===== src/sv/i2c_rts_pkg.sv =====
// shared types, constants and helpers for the i2c register transfer sequencer
// no dependencies
package i2c_rts_pkg;

  localparam int OpW     = 2;
  localparam int DevW    = 7;
  localparam int ByteW   = 8;
  localparam int FlagW   = 5;
  localparam int ActW    = 3;
  localparam int StatW   = 4;
  localparam int PhaseW  = 4;
  localparam int CountW  = 24;
  localparam int MaxRes  = 3;
  localparam int ResIdxW = 2;

  localparam logic [CountW-1:0] TimeoutReset = CountW'(100000);

  localparam logic [OpW-1:0] OP_POLL  = 2'd0;
  localparam logic [OpW-1:0] OP_WRITE = 2'd1;
  localparam logic [OpW-1:0] OP_READ  = 2'd2;

  localparam int FL_SB   = 0;
  localparam int FL_ADDR = 1;
  localparam int FL_BTF  = 2;
  localparam int FL_TXE  = 3;
  localparam int FL_RXNE = 4;

  localparam logic [PhaseW-1:0] PH_IDLE  = 4'd0;
  localparam logic [PhaseW-1:0] PH_SB    = 4'd1;
  localparam logic [PhaseW-1:0] PH_ADDR  = 4'd2;
  localparam logic [PhaseW-1:0] PH_REG   = 4'd3;
  localparam logic [PhaseW-1:0] PH_TXE   = 4'd4;
  localparam logic [PhaseW-1:0] PH_FIN   = 4'd5;
  localparam logic [PhaseW-1:0] PH_RSB   = 4'd6;
  localparam logic [PhaseW-1:0] PH_RADDR = 4'd7;
  localparam logic [PhaseW-1:0] PH_RX    = 4'd8;

  localparam logic [ActW-1:0] ACT_START  = 3'd0;
  localparam logic [ActW-1:0] ACT_WRITE  = 3'd1;
  localparam logic [ActW-1:0] ACT_CLRACK = 3'd2;
  localparam logic [ActW-1:0] ACT_SETACK = 3'd3;
  localparam logic [ActW-1:0] ACT_RECV   = 3'd4;
  localparam logic [ActW-1:0] ACT_STOP   = 3'd5;
  localparam logic [ActW-1:0] ACT_ABORT  = 3'd6;

  localparam logic [StatW-1:0] ST_OK = 4'd0;

  typedef struct packed {
    logic [OpW-1:0]   opcode;
    logic [DevW-1:0]  device_address;
    logic [ByteW-1:0] register_address;
    logic [ByteW-1:0] transfer_length;
    logic [FlagW-1:0] bus_flags;
    logic [ByteW-1:0] rx_byte;
    logic [ByteW-1:0] tx_byte;
  } item_t;

  typedef struct packed {
    logic [ActW-1:0]  action;
    logic [ByteW-1:0] byte_value;
    logic [StatW-1:0] status;
  } result_t;

  typedef struct packed {
    logic [ResIdxW-1:0]       count;
    result_t [MaxRes-1:0]     res;
  } bundle_t;

  typedef struct packed {
    logic [PhaseW-1:0] phase;
    logic [CountW-1:0] countdown;
    logic [ByteW-1:0]  bytes_done;
    logic [ByteW-1:0]  bytes_total;
    logic [DevW-1:0]   target_device;
    logic [ByteW-1:0]  target_register;
    logic              read_mode;
  } seq_state_t;

  function automatic result_t mk_res(logic [ActW-1:0] act, logic [ByteW-1:0] val,
                                     logic [StatW-1:0] st);
    result_t r;
    r.action     = act;
    r.byte_value = val;
    r.status     = st;
    return r;
  endfunction

endpackage


===== src/sv/i2c_rts_channels.sv =====
// valid/ready channel interfaces: item input, result output, config write
// depends on i2c_rts_pkg
interface i2c_rts_req_if import i2c_rts_pkg::*; ();
  logic             valid;
  logic             ready;
  logic [OpW-1:0]   opcode;
  logic [DevW-1:0]  device_address;
  logic [ByteW-1:0] register_address;
  logic [ByteW-1:0] transfer_length;
  logic [FlagW-1:0] bus_flags;
  logic [ByteW-1:0] rx_byte;
  logic [ByteW-1:0] tx_byte;

  modport source (output valid, opcode, device_address, register_address, transfer_length,
                  bus_flags, rx_byte, tx_byte, input ready);
  modport sink (input valid, opcode, device_address, register_address, transfer_length,
                bus_flags, rx_byte, tx_byte, output ready);
endinterface

interface i2c_rts_rsp_if import i2c_rts_pkg::*; ();
  logic             valid;
  logic             ready;
  logic [ActW-1:0]  action;
  logic [ByteW-1:0] byte_value;
  logic [StatW-1:0] status;
  logic             last;

  modport source (output valid, action, byte_value, status, last, input ready);
  modport sink (input valid, action, byte_value, status, last, output ready);
endinterface

interface i2c_rts_cfg_if import i2c_rts_pkg::*; ();
  logic              valid;
  logic              ready;
  logic [CountW-1:0] data;

  modport source (output valid, data, input ready);
  modport sink (input valid, data, output ready);
endinterface


===== src/sv/i2c_rts_step.sv =====
// next-state and result logic for one item of the sequencer
// depends on i2c_rts_pkg
module i2c_rts_step import i2c_rts_pkg::*; (
  input  item_t             item,
  input  seq_state_t        cur,
  input  logic [CountW-1:0] timeout_limit,
  output seq_state_t        nxt,
  output bundle_t           bundle
);

  logic need_ok;
  logic phase_known;
  logic rx_final;

  assign rx_final = ({1'b0, cur.bytes_done} + (ByteW+1)'(1)) >= {1'b0, cur.bytes_total};

  always_comb begin
    nxt         = cur;
    bundle      = '0;
    need_ok     = 1'b0;
    phase_known = 1'b1;
    case (cur.phase)
      PH_SB, PH_RSB:     need_ok = item.bus_flags[FL_SB];
      PH_ADDR, PH_RADDR: need_ok = item.bus_flags[FL_ADDR];
      PH_REG, PH_FIN:    need_ok = item.bus_flags[FL_BTF];
      PH_TXE:            need_ok = item.bus_flags[FL_TXE];
      PH_RX:             need_ok = item.bus_flags[FL_RXNE];
      default:           phase_known = 1'b0;
    endcase

    if (item.opcode inside {OP_WRITE, OP_READ}) begin
      if (cur.phase == PH_IDLE) begin
        nxt.target_device   = item.device_address;
        nxt.target_register = item.register_address;
        nxt.bytes_total     = item.transfer_length;
        nxt.bytes_done      = '0;
        nxt.read_mode       = (item.opcode == OP_READ);
        nxt.countdown       = timeout_limit;
        nxt.phase           = PH_SB;
        bundle.count        = ResIdxW'(1);
        bundle.res[0]       = mk_res(ACT_START, '0, ST_OK);
      end
    end else if (item.opcode == OP_POLL && cur.phase != PH_IDLE) begin
      if (!phase_known) begin
        nxt.phase = PH_IDLE;
      end else if (!need_ok) begin
        if (cur.countdown <= CountW'(1)) begin
          nxt.countdown = '0;
          nxt.phase     = PH_IDLE;
          bundle.count  = ResIdxW'(1);
          bundle.res[0] = mk_res(ACT_ABORT, '0, cur.phase);
        end else begin
          nxt.countdown = cur.countdown - CountW'(1);
        end
      end else begin
        case (cur.phase)
          PH_SB: begin
            bundle.count  = ResIdxW'(1);
            bundle.res[0] = mk_res(ACT_WRITE, {cur.target_device, 1'b0}, ST_OK);
            nxt.phase     = PH_ADDR;
          end
          PH_ADDR: begin
            bundle.count  = ResIdxW'(1);
            bundle.res[0] = mk_res(ACT_WRITE, cur.target_register, ST_OK);
            nxt.phase     = PH_REG;
          end
          PH_REG: begin
            if (cur.read_mode) begin
              bundle.count  = ResIdxW'(1);
              bundle.res[0] = mk_res(ACT_START, '0, ST_OK);
              nxt.phase     = PH_RSB;
            end else if (cur.bytes_total != '0) begin
              bundle.count   = ResIdxW'(1);
              bundle.res[0]  = mk_res(ACT_WRITE, item.tx_byte, ST_OK);
              nxt.bytes_done = ByteW'(1);
              nxt.phase      = PH_TXE;
            end else begin
              nxt.phase = PH_FIN;
            end
          end
          PH_TXE: begin
            if (cur.bytes_done < cur.bytes_total) begin
              bundle.count   = ResIdxW'(1);
              bundle.res[0]  = mk_res(ACT_WRITE, item.tx_byte, ST_OK);
              nxt.bytes_done = cur.bytes_done + ByteW'(1);
            end else begin
              nxt.phase = PH_FIN;
            end
          end
          PH_FIN: begin
            bundle.count  = ResIdxW'(1);
            bundle.res[0] = mk_res(ACT_STOP, '0, ST_OK);
            nxt.phase     = PH_IDLE;
          end
          PH_RSB: begin
            bundle.count  = ResIdxW'(1);
            bundle.res[0] = mk_res(ACT_WRITE, {cur.target_device, 1'b1}, ST_OK);
            nxt.phase     = PH_RADDR;
          end
          PH_RADDR: begin
            if (cur.bytes_total == '0) begin
              bundle.count  = ResIdxW'(1);
              bundle.res[0] = mk_res(ACT_STOP, '0, ST_OK);
              nxt.phase     = PH_IDLE;
            end else begin
              nxt.phase = PH_RX;
            end
          end
          default: begin
            bundle.count  = ResIdxW'(3);
            bundle.res[1] = mk_res(ACT_RECV, item.rx_byte, ST_OK);
            if (rx_final) begin
              bundle.res[0]  = mk_res(ACT_CLRACK, '0, ST_OK);
              bundle.res[2]  = mk_res(ACT_STOP, '0, ST_OK);
              nxt.bytes_done = cur.bytes_total;
              nxt.phase      = PH_IDLE;
            end else begin
              bundle.res[0]  = mk_res(ACT_SETACK, '0, ST_OK);
              bundle.count   = ResIdxW'(2);
              nxt.bytes_done = cur.bytes_done + ByteW'(1);
            end
          end
        endcase
      end
    end
  end

endmodule


===== src/sv/i2c_rts_drain.sv =====
// result register: holds the results of one item and hands them out one per transfer
// depends on i2c_rts_pkg and i2c_rts_rsp_if
module i2c_rts_drain import i2c_rts_pkg::*; (
  input  logic    clk,
  input  logic    rst,
  input  logic    load,
  input  bundle_t bundle,
  output logic    can_load,
  i2c_rts_rsp_if.source rsp
);

  logic               valid;
  logic [ResIdxW-1:0] ptr;
  logic [ResIdxW-1:0] count;
  result_t [MaxRes-1:0] res;
  logic               at_last;
  result_t            cur_res;

  assign at_last  = (ptr == count - ResIdxW'(1));
  assign can_load = !valid || (rsp.ready && at_last);
  assign cur_res  = res[ptr];

  assign rsp.valid      = valid;
  assign rsp.action     = cur_res.action;
  assign rsp.byte_value = cur_res.byte_value;
  assign rsp.status     = cur_res.status;
  assign rsp.last       = at_last;

  always_ff @(posedge clk) begin
    if (rst) begin
      valid <= 1'b0;
      ptr   <= '0;
      count <= '0;
    end else if (load) begin
      valid <= 1'b1;
      ptr   <= '0;
      count <= bundle.count;
    end else if (valid && rsp.ready) begin
      if (at_last) begin
        valid <= 1'b0;
      end else begin
        ptr <= ptr + ResIdxW'(1);
      end
    end
  end

  always_ff @(posedge clk) begin
    if (load) begin
      res <= bundle.res;
    end
  end

  a_ptr_range: assert property (@(posedge clk) disable iff (rst)
    valid |-> (ptr < count))
    else $error("result pointer beyond stored count");

  a_load_free: assert property (@(posedge clk) disable iff (rst)
    load |-> can_load)
    else $error("results loaded over undelivered ones");

  a_load_shows: assert property (@(posedge clk) disable iff (rst)
    load |=> (valid && ptr == '0))
    else $error("loaded results not presented from the first");

  a_stall_hold: assert property (@(posedge clk) disable iff (rst)
    (valid && !rsp.ready) |=> (valid && $stable(ptr)))
    else $error("result moved while stalled");

  a_last_empties: assert property (@(posedge clk) disable iff (rst)
    (valid && rsp.ready && at_last && !load) |=> !valid)
    else $error("result register not freed after last transfer");

endmodule


===== src/sv/i2c_register_transfer_sequencer_unit.sv =====
// i2c master register write/read sequencer, top level
// depends on i2c_rts_pkg, i2c_rts_channels, i2c_rts_step, i2c_rts_drain
// An item is accepted whenever the result register is free or frees in the same cycle, so
// begin and poll items go in at one per clock; each item's results appear in the result
// register the cycle after its transfer. Most items give zero or one result; a received byte
// gives two (set ack, byte) or three (clear ack, byte, stop), and the result register then
// holds the input back while it hands them out one per transfer. The timeout register can
// be written at any time through cfg and is loaded into the countdown at the next begin.
module i2c_register_transfer_sequencer_unit import i2c_rts_pkg::*; (
  input logic clk,
  input logic rst,
  i2c_rts_cfg_if.sink   cfg,
  i2c_rts_req_if.sink   req,
  i2c_rts_rsp_if.source rsp
);

  logic [CountW-1:0] timeout_limit;
  logic [PhaseW-1:0] phase;
  logic [CountW-1:0] countdown;
  logic [ByteW-1:0]  bytes_done;
  logic              read_mode;
  logic [ByteW-1:0]  bytes_total;
  logic [DevW-1:0]   target_device;
  logic [ByteW-1:0]  target_register;

  seq_state_t cur;
  seq_state_t nxt;
  item_t      item;
  bundle_t    bundle;
  logic       can_load;
  logic       accept;
  logic       load;

  assign cfg.ready = 1'b1;
  assign req.ready = can_load;
  assign accept    = req.valid && can_load;
  assign load      = accept && (bundle.count != '0);

  assign item.opcode           = req.opcode;
  assign item.device_address   = req.device_address;
  assign item.register_address = req.register_address;
  assign item.transfer_length  = req.transfer_length;
  assign item.bus_flags        = req.bus_flags;
  assign item.rx_byte          = req.rx_byte;
  assign item.tx_byte          = req.tx_byte;

  assign cur.phase           = phase;
  assign cur.countdown       = countdown;
  assign cur.bytes_done      = bytes_done;
  assign cur.bytes_total     = bytes_total;
  assign cur.target_device   = target_device;
  assign cur.target_register = target_register;
  assign cur.read_mode       = read_mode;

  always_ff @(posedge clk) begin
    if (rst) begin
      timeout_limit <= TimeoutReset;
    end else if (cfg.valid) begin
      timeout_limit <= cfg.data;
    end
  end

  always_ff @(posedge clk) begin
    if (rst) begin
      phase      <= PH_IDLE;
      countdown  <= '0;
      bytes_done <= '0;
      read_mode  <= 1'b0;
    end else if (accept) begin
      phase      <= nxt.phase;
      countdown  <= nxt.countdown;
      bytes_done <= nxt.bytes_done;
      read_mode  <= nxt.read_mode;
    end
  end

  always_ff @(posedge clk) begin
    if (accept) begin
      bytes_total     <= nxt.bytes_total;
      target_device   <= nxt.target_device;
      target_register <= nxt.target_register;
    end
  end

  i2c_rts_step u_step (
    .item          (item),
    .cur           (cur),
    .timeout_limit (timeout_limit),
    .nxt           (nxt),
    .bundle        (bundle)
  );

  i2c_rts_drain u_drain (
    .clk      (clk),
    .rst      (rst),
    .load     (load),
    .bundle   (bundle),
    .can_load (can_load),
    .rsp      (rsp)
  );

endmodule


===== src/flat_wrapper.sv =====
// flat-port wrapper written by rule: the top's interface ports become plain ports
module i2c_register_transfer_sequencer_unit_flat import i2c_rts_pkg::*;
  (clk, rst, cfg_valid, cfg_data, cfg_ready, req_valid, req_opcode, req_device_address, req_register_address, req_transfer_length, req_bus_flags, req_rx_byte, req_tx_byte, req_ready, rsp_valid, rsp_action, rsp_byte_value, rsp_status, rsp_last, rsp_ready);
  i2c_rts_cfg_if cfg_i ();
  i2c_rts_req_if req_i ();
  i2c_rts_rsp_if rsp_i ();
  input logic clk;
  input logic rst;
  input wire logic [$bits(cfg_i.valid)-1:0] cfg_valid;
  input wire logic [$bits(cfg_i.data)-1:0] cfg_data;
  output wire logic [$bits(cfg_i.ready)-1:0] cfg_ready;
  input wire logic [$bits(req_i.valid)-1:0] req_valid;
  input wire logic [$bits(req_i.opcode)-1:0] req_opcode;
  input wire logic [$bits(req_i.device_address)-1:0] req_device_address;
  input wire logic [$bits(req_i.register_address)-1:0] req_register_address;
  input wire logic [$bits(req_i.transfer_length)-1:0] req_transfer_length;
  input wire logic [$bits(req_i.bus_flags)-1:0] req_bus_flags;
  input wire logic [$bits(req_i.rx_byte)-1:0] req_rx_byte;
  input wire logic [$bits(req_i.tx_byte)-1:0] req_tx_byte;
  output wire logic [$bits(req_i.ready)-1:0] req_ready;
  output wire logic [$bits(rsp_i.valid)-1:0] rsp_valid;
  output wire logic [$bits(rsp_i.action)-1:0] rsp_action;
  output wire logic [$bits(rsp_i.byte_value)-1:0] rsp_byte_value;
  output wire logic [$bits(rsp_i.status)-1:0] rsp_status;
  output wire logic [$bits(rsp_i.last)-1:0] rsp_last;
  input wire logic [$bits(rsp_i.ready)-1:0] rsp_ready;
  assign cfg_i.valid = cfg_valid;
  assign cfg_i.data = cfg_data;
  assign cfg_ready = cfg_i.ready;
  assign req_i.valid = req_valid;
  assign req_i.opcode = req_opcode;
  assign req_i.device_address = req_device_address;
  assign req_i.register_address = req_register_address;
  assign req_i.transfer_length = req_transfer_length;
  assign req_i.bus_flags = req_bus_flags;
  assign req_i.rx_byte = req_rx_byte;
  assign req_i.tx_byte = req_tx_byte;
  assign req_ready = req_i.ready;
  assign rsp_valid = rsp_i.valid;
  assign rsp_action = rsp_i.action;
  assign rsp_byte_value = rsp_i.byte_value;
  assign rsp_status = rsp_i.status;
  assign rsp_last = rsp_i.last;
  assign rsp_i.ready = rsp_ready;
  i2c_register_transfer_sequencer_unit u_core (.clk(clk), .rst(rst), .cfg(cfg_i), .req(req_i), .rsp(rsp_i));
endmodule

===== config.mk =====
export PLATFORM = sky130hd
export DESIGN_NAME = i2c_register_transfer_sequencer_unit_flat
export DESIGN_NICKNAME = d
export VERILOG_FILES = /design/src/sv/i2c_rts_pkg.sv /design/src/sv/i2c_rts_channels.sv /design/src/sv/i2c_rts_step.sv /design/src/sv/i2c_rts_drain.sv /design/src/sv/i2c_register_transfer_sequencer_unit.sv /design/src/flat_wrapper.sv
export SDC_FILE = /design/constraint.sdc
export NUM_CORES = 1
export LEC_CHECK = 0
export BUFFER_PORTS_ARGS = -buffer_cell sky130_fd_sc_hd__buf_4
export CAP_MARGIN = 20
export CORE_MARGIN = 1
export CORE_UTILIZATION = 30
export DETAILED_ROUTE_END_ITERATION = 10
export GPL_TIMING_DRIVEN = 1
export PLACE_DENSITY = 0.55
export SYNTH_ARGS = -nofsm -noshare
export SYNTH_HDL_FRONTEND = slang
export SYNTH_SLANG_ARGS = --single-unit

===== constraint.sdc =====
create_clock -name clk -period 5.5 [get_ports clk]
set_clock_uncertainty 0.1 [all_clocks]
set_input_delay 0.55 -clock clk [delete_from_list [all_inputs] [get_ports clk]]
set_output_delay 0.55 -clock clk [all_outputs]
set_load 0.05 [all_outputs]

==> results.json, run 1 <==
{
  "outcome": "complete, no violations",
  "syn-instance-count": 655,
  "intPower_mw": 1.96,
  "synth-async-reset-ratio_pct": 0,
  "numCtsBuffers": 17,
  "path_class": "register to register",
  "yosys_most_used_dff": "dfxtp_1",
  "syn_to_final_growth_pct": 25.9,
  "totalWireLength_um": 15400,
  "start_util_pct": 31.0,
  "vias": 5045,
  "rows": 51,
  "n_antenna_cell": 0,
  "io_pins": 94,
  "synth_top_area_cell": "edfxtp_1",
  "core_area_mm2": 0.0198,
  "clock-sinks": 114,
  "slew-limit-headroom_pct": 33.5,
  "grt-ovfl-total": 0,
  "hold_class": "input port to register",
  "cts_resized": 0,
  "wl_per_cell_um": 15.1,
  "dp_cells": 985,
  "tightestPinTransition_ns": 0.996,
  "grt_start_max_net_pins": 52,
  "fin_tns_setup_ns": 0,
  "max_freq_mhz": 273,
  "fin_cells": 1019,
  "final-setup-viol-count": 0,
  "die_h_um": 145,
  "netlist_area_mm2": 0.00614,
  "drv_slew": 0,
  "antenna_found_initial": 0,
  "clock-root-buffer": "clkbuf_16",
  "avgSynthCellArea_um2": 9.37,
  "critPathRequiredTime_ns": 5.54,
  "powerDensity_mw_per_mm2": 354,
  "synth_top_area_share_pct": 23.5,
  "dpl.hpwl_um": 11000,
  "ir_drop_v": 0.000252,
  "synth_cell_type_count": 72,
  "combPwrFrac_pct": 21.4,
  "synth-seq-cells": 114,
  "grt_setup_unrepaired": "false",
  "htreeDepth": 4,
  "switching_share_pct": 28.5,
  "grt_first_pass_wirelength_um": 25200,
  "path_max_fanout": 27,
  "critPathCaptureType": "register",
  "drc": 0,
  "track_usage_pct": 15.1,
  "initialDrtViolationCount": 245,
  "io_buffers": 92,
  "cts_tree": "built",
  "holdWs_ns": 0.212,
  "cp_data_arrival_time_ns": 3.69,
  "clk_latency_ns": 0.42,
  "hold_viol": 0,
  "die_w_um": 145,
  "synth_nets": 751,
  "max-clock-path-buffers": 2,
  "p_leak_nw": 2.97,
  "die-area_mm2": 0.0210,
  "drive_gt1_share_pct": 20.6,
  "fill_cells": 2045,
  "yosysSeqAreaShare_pct": 45.0,
  "fin_crit_ns": 3.66,
  "via_per_inst": 4.95,
  "first_pass_iters": 4,
  "nets": 837,
  "min_path_cells": 1,
  "cts_setup_buffers": 0,
  "cts_hold_buf": 0,
  "critPathLaunchType": "register",
  "pwr-share-clk_pct": 43.0,
  "yosys-top-cells-count": "nor2_1, dfxtp_1, nand2_1, edfxtp_1, mux2i_1",
  "synth_edf_count": 48,
  "yosysWarnings": 0,
  "clkTransAtPathRegs_ns": 0.05,
  "switchingPower_mw": 0.779,
  "yosys-top-cells-area": "edfxtp_1, dfxtp_1, mux2i_1",
  "r2r_cells": 7,
  "post-synth-top-count-cell": "nor2_1",
  "max_cap_viol_count": 0,
  "ant_nets": 0,
  "seq_power_share_pct": 35.6,
  "first_global_vias": 4891,
  "period_share_pct": 66.5,
  "finalWeightedCongestion": 0.858
}
-- cell families (layout without fill, tap and decap cells) --
kind of cell	Yosys count	in the layout	share of synthesized area [%]
AND/OR/NAND/NOR	228	228	17.8
multiplexers	48	48	7.93
buffers and inverters	65	164	4.65
AO/OA/AOI/OAI	168	168	18.8
XOR/XNOR	10	10	1.43
adder cells (fa/ha/maj)	21	21	4.28
flip-flops	114	114	45.0
other	1	1	0.0611
-- power groups by stage --
stage / registers [mW] / logic [mW] / clock network [mW]
after global placement: 0.991 / 0.564 / 0
final: 0.975 / 0.586 / 1.18
after floorplan: 0.979 / 0.410 / 0
after global routing: 0.981 / 0.647 / 1.24
after CTS: 0.974 / 0.568 / 1.20
after detailed placement: 0.991 / 0.566 / 0
-- worst max-delay path, cell delays in order, from the launching register on --
cell,delay [ns]
dfxtp_1,0.97
nor3_1,0.27
a32o_1,0.37
nor3_1,0.77
nor3_1,0.14
a31oi_1,0.40
a21oi_2,0.10
buf_4,0.25
-- final cells by class --
cell class                 count  area (um2)  area share (%)
multi-input combinational    476        3100            40.1
timing repair buffer         101         786            10.2
inverter                      31         116            1.51
sequential                   114        2760            35.7
tap                          265         332            4.29
clock buffer                  23         479            6.20
clock inverter                 9         153            1.97
-- state kept, by name (all words and copies together), names as in the netlist, 4 cells and up --
| register | flops |
|---|---|
| u_core.bytes_done | 8 |
| u_core.bytes_total | 8 |
| u_core.countdown | 24 |
| u_core.phase | 4 |
| u_core.target_device | 7 |
| u_core.target_register | 8 |
| u_core.timeout_limit | 24 |
| u_core.u_drain.res | 25 |
-- routing by layer --
metal	track usage [%]	wire, um
met1	19.7	7300
met2	24.5	7320
met3	3.58	672
met4	4.84	105
met5	0	0
-- layout by cell type, fill, tap and decap left out, drive strengths merged, types with 5 or more instances in the layout --
cell type	Yosys	routed
inv	31	31
a32o	5	5
nand4	5	5
nor3	21	21
edfxtp	48	48
xnor2	7	7
nand2	52	52
ha	21	21
dfxtp	66	66
nand3	10	10
buf	15	101
a211oi	6	6
clkbuf	19	23
nor2	85	85
and2	18	18
nor4	12	12
mux2i	46	46
a22oi	21	21
a21oi	39	39
a31oi	5	5
o21ai	49	49
-- through the flow --
step | power, mW | instance area [um2] | util [%] | setup slack [ns]
finish | 2.74 | 7730 | 39.1 | 1.84
global route | 2.87 | 7730 | 39.1 | 1.57
CTS | 2.74 | 7690 | 38.9 | 1.57
detailed placement | 1.56 | 7060 | 35.7 | 1.60
global placement | 1.56 | 7060 | 35.7 | 1.62
floorplan | 1.39 | 6140 | - | 1.10
-- path summary, 6_finish.rpt --
check	start	to	slack [ns]
worst max-delay path	u_core.phase[2]$_SDFFE_PP0P_	u_core.u_drain.res[25]$_SDFFCE_PP0P_	1.84
worst min-delay path	req_transfer_length[5]	u_core.bytes_total[5]$_DFFE_PP_	0.21
worst max register to register	u_core.phase[2]$_SDFFE_PP0P_	u_core.u_drain.res[25]$_SDFFCE_PP0P_	1.84
worst min register to register	u_core.u_drain.count[0]$_SDFFE_PP0P_	u_core.u_drain.count[0]$_SDFFE_PP0P_	0.37
Power figures use the tool's default switching activity.
==> run 2: changes to the inputs <==
--- a/config.mk
+++ b/config.mk
@@ -5,13 +5,14 @@
 export SDC_FILE = /design/constraint.sdc
 export NUM_CORES = 1
 export LEC_CHECK = 0
+export ABC_AREA = 1
 export BUFFER_PORTS_ARGS = -buffer_cell sky130_fd_sc_hd__buf_4
 export CAP_MARGIN = 20
 export CORE_MARGIN = 1
 export CORE_UTILIZATION = 30
 export DETAILED_ROUTE_END_ITERATION = 10
 export GPL_TIMING_DRIVEN = 1
-export PLACE_DENSITY = 0.55
+export PLACE_DENSITY = 0.54
 export SYNTH_ARGS = -nofsm -noshare
 export SYNTH_HDL_FRONTEND = slang
 export SYNTH_SLANG_ARGS = --single-unit
==> constraint.sdc (replaced) <==
create_clock -name clk -period 3.6 [get_ports clk]
set_clock_uncertainty 0.1 [all_clocks]
set_input_delay 0.36 -clock clk [delete_from_list [all_inputs] [get_ports clk]]
set_output_delay 0.36 -clock clk [all_outputs]
set_load 0.05 [all_outputs]
==> results.json, run 2 <==
{
  "clkTransAtPathRegs_ns": 0.05,
  "first_pass_iters": 5,
  "largest_register_ffs": 25,
  "hold_viol": 0,
  "cts_resized": 0,
  "max_freq_mhz": 318,
  "final-setup-viol-count": 0,
  "numCtsBuffers": 17,
  "core_area_mm2": 0.0204,
  "antenna_found_initial": 0,
  "syn_to_final_growth_pct": 24.3,
  "yosys-top-cells-area": "edfxtp_1, dfxtp_1, nand2_1",
  "initialDrtViolationCount": 350,
  "tightestPinTransition_ns": 0.741,
  "post-synth-top-count-cell": "nand2_1",
  "n_antenna_cell": 0,
  "syn-instance-count": 843,
  "via_per_inst": 4.64,
  "regMostFlops": "u_core.u_drain.res",
  "fin_cells": 1216,
  "ant_nets": 0,
  "totalWireLength_um": 16300,
  "track_usage_pct": 15.7,
  "ir_drop_v": 0.000345,
  "start_util_pct": 30.9,
  "fill_cells": 2189,
  "synth-async-reset-ratio_pct": 0,
  "dpl.hpwl_um": 11500,
  "fin_crit_ns": 3.14,
  "powerDensity_mw_per_mm2": 649,
  "p_leak_nw": 3.51,
  "cts_setup_buffers": 0,
  "r2r_end": "u_core.u_drain.res[8]$_SDFFCE_PP0P_",
  "top_regs": "u_core.u_drain.res (25), u_core.countdown (24), u_core.timeout_limit (24)",
  "cts_hold_buf": 0,
  "drv_slew": 0,
  "netlist_area_mm2": 0.00632,
  "grt_start_max_net_pins": 39,
  "rows": 52,
  "path_class": "register to register",
  "dp_cells": 1184,
  "critPathLaunchType": "register",
  "fin_tns_setup_ns": 0,
  "avgSynthCellArea_um2": 7.50,
  "min_path_cells": 1,
  "yosysWarnings": 0,
  "path_max_fanout": 25,
  "synth_cell_type_count": 45,
  "nets": 1029,
  "r2r-start": "u_core.bytes_done[0]$_SDFFE_PP0P_",
  "clk_latency_ns": 0.42,
  "yosysSeqAreaShare_pct": 43.7,
  "final_cell_mix": "nand2_1, nor2_1, buf_4, o21ai_0, inv_1",
  "grt-ovfl-total": 0,
  "first_global_vias": 5449,
  "yosys-top-cells-count": "nand2_1, nor2_1, o21ai_0, inv_1, dfxtp_1",
  "io_pins": 94,
  "die_w_um": 147,
  "hold_class": "input port to register",
  "synth_nets": 939,
  "drc": 0,
  "die-area_mm2": 0.0217,
  "max-clock-path-buffers": 2,
  "htreeDepth": 4,
  "startpoint": "u_core.bytes_done[0]$_SDFFE_PP0P_",
  "die_h_um": 147,
  "worstHoldStart": "req_transfer_length[5]",
  "synth_edf_count": 48,
  "clock-sinks": 114,
  "critPathRequiredTime_ns": 3.59,
  "wl_per_cell_um": 13.4,
  "io_buffers": 92,
  "cts_tree": "built",
  "period_share_pct": 87.2,
  "post-place-ws_ns": 0.545,
  "grt_first_pass_wirelength_um": 27100,
  "yosys_most_used_dff": "dfxtp_1",
  "grt_setup_unrepaired": "false",
  "rrSetupSlack_ns": 0.46,
  "synth_top_area_cell": "edfxtp_1",
  "slew-limit-headroom_pct": 50.3,
  "max_cap_viol_count": 0,
  "fin_ws_ns": 0.459,
  "r2r_cells": 18,
  "outcome": "complete, no violations",
  "clock-root-buffer": "clkbuf_16",
  "min_to": "u_core.bytes_total[5]$_DFFE_PP_",
  "finalWeightedCongestion": 0.854,
  "synth_top_area_share_pct": 22.8,
  "vias": 5648,
  "drive_gt1_share_pct": 17.1,
  "critPathCaptureType": "register",
  "cp_data_arrival_time_ns": 3.13,
  "final_common_cell": "nand2_1",
  "synth-seq-cells": 114
}
## run 2: layout make-up
type,instances,area [um2],area share [%]
clock buffer,18,429,5.46
clock inverter,14,170,2.17
inverter,87,327,4.16
multi-input combinational,615,3090,39.4
sequential,114,2760,35.2
tap,270,338,4.30
timing repair buffer,98,736,9.36
## run 2: worst max path at each step
stage	cells past startpoint	slack, ns	end
floorplan	6	0.69	u_core.bytes_total[0]$_DFFE_PP_
global placement	18	0.62	u_core.u_drain.res[9]$_SDFFCE_PP0P_
detailed placement	18	0.54	u_core.u_drain.res[25]$_SDFFCE_PP0P_
CTS	18	0.51	u_core.u_drain.res[7]$_SDFFCE_PP0P_
global route	16	0.17	u_core.bytes_done[7]$_SDFFE_PP0P_
finish	18	0.46	u_core.u_drain.res[8]$_SDFFCE_PP0P_
## run 2: routing by layer
layer	global-route usage (%)	routed length, um	up-vias
met5	0	0	-
met1	21.4	8130	2565
met3	3.04	596	20
li1	-	-	2955
met4	5.46	240	0
met2	24.7	7370	108
## run 2: logic make-up after synthesis
group / Yosys count / share of synthesized area [%]
other cells: 1 / 0.0593
flops: 114 / 43.7
buf+inv: 114 / 7.38
compound gates: 155 / 13.8
simple gates: 419 / 28.3
xor+xnor: 19 / 2.63
fa+ha+maj: 21 / 4.16
## run 2: per-stage QoR
| step | power (mW) | hold WS, ns | utilization [%] | cell area (um2) |
|---|---|---|---|---|
| after floorplan | 2.94 | 0.329 | - | 6320 |
| after global placement | 3.39 | 0.344 | 35.5 | 7260 |
| after detailed placement | 3.39 | 0.349 | 35.5 | 7260 |
| after CTS | 5.14 | 0.00235 | 38.5 | 7860 |
| after global routing | 5.42 | 0.00751 | 38.5 | 7860 |
| final | 5.10 | 0.0171 | 38.5 | 7860 |
## run 2: worst max-delay path: stages (launching register included)
cell     delay, ns
dfxtp_1       0.42
ha_1          0.23
nand3_1       0.13
xor2_1        0.17
inv_1         0.09
ha_1          0.31
nand2_1       0.06
inv_1         0.07
nand3_1       0.06
nand3_1       0.09
nand2_1       0.06
nand2_1       0.05
nand2_1       0.14
nand3_1       0.14
nand3_1       0.11
nand3_1       0.11
nand2_1       0.10
inv_1         0.06
buf_4         0.30
## run 2: power breakdown
part           switching, mW  internal, mW
Sequential             0.113          1.53
Clock                  0.592          1.14
Combinational           1.16         0.560
Total                   1.87          3.23
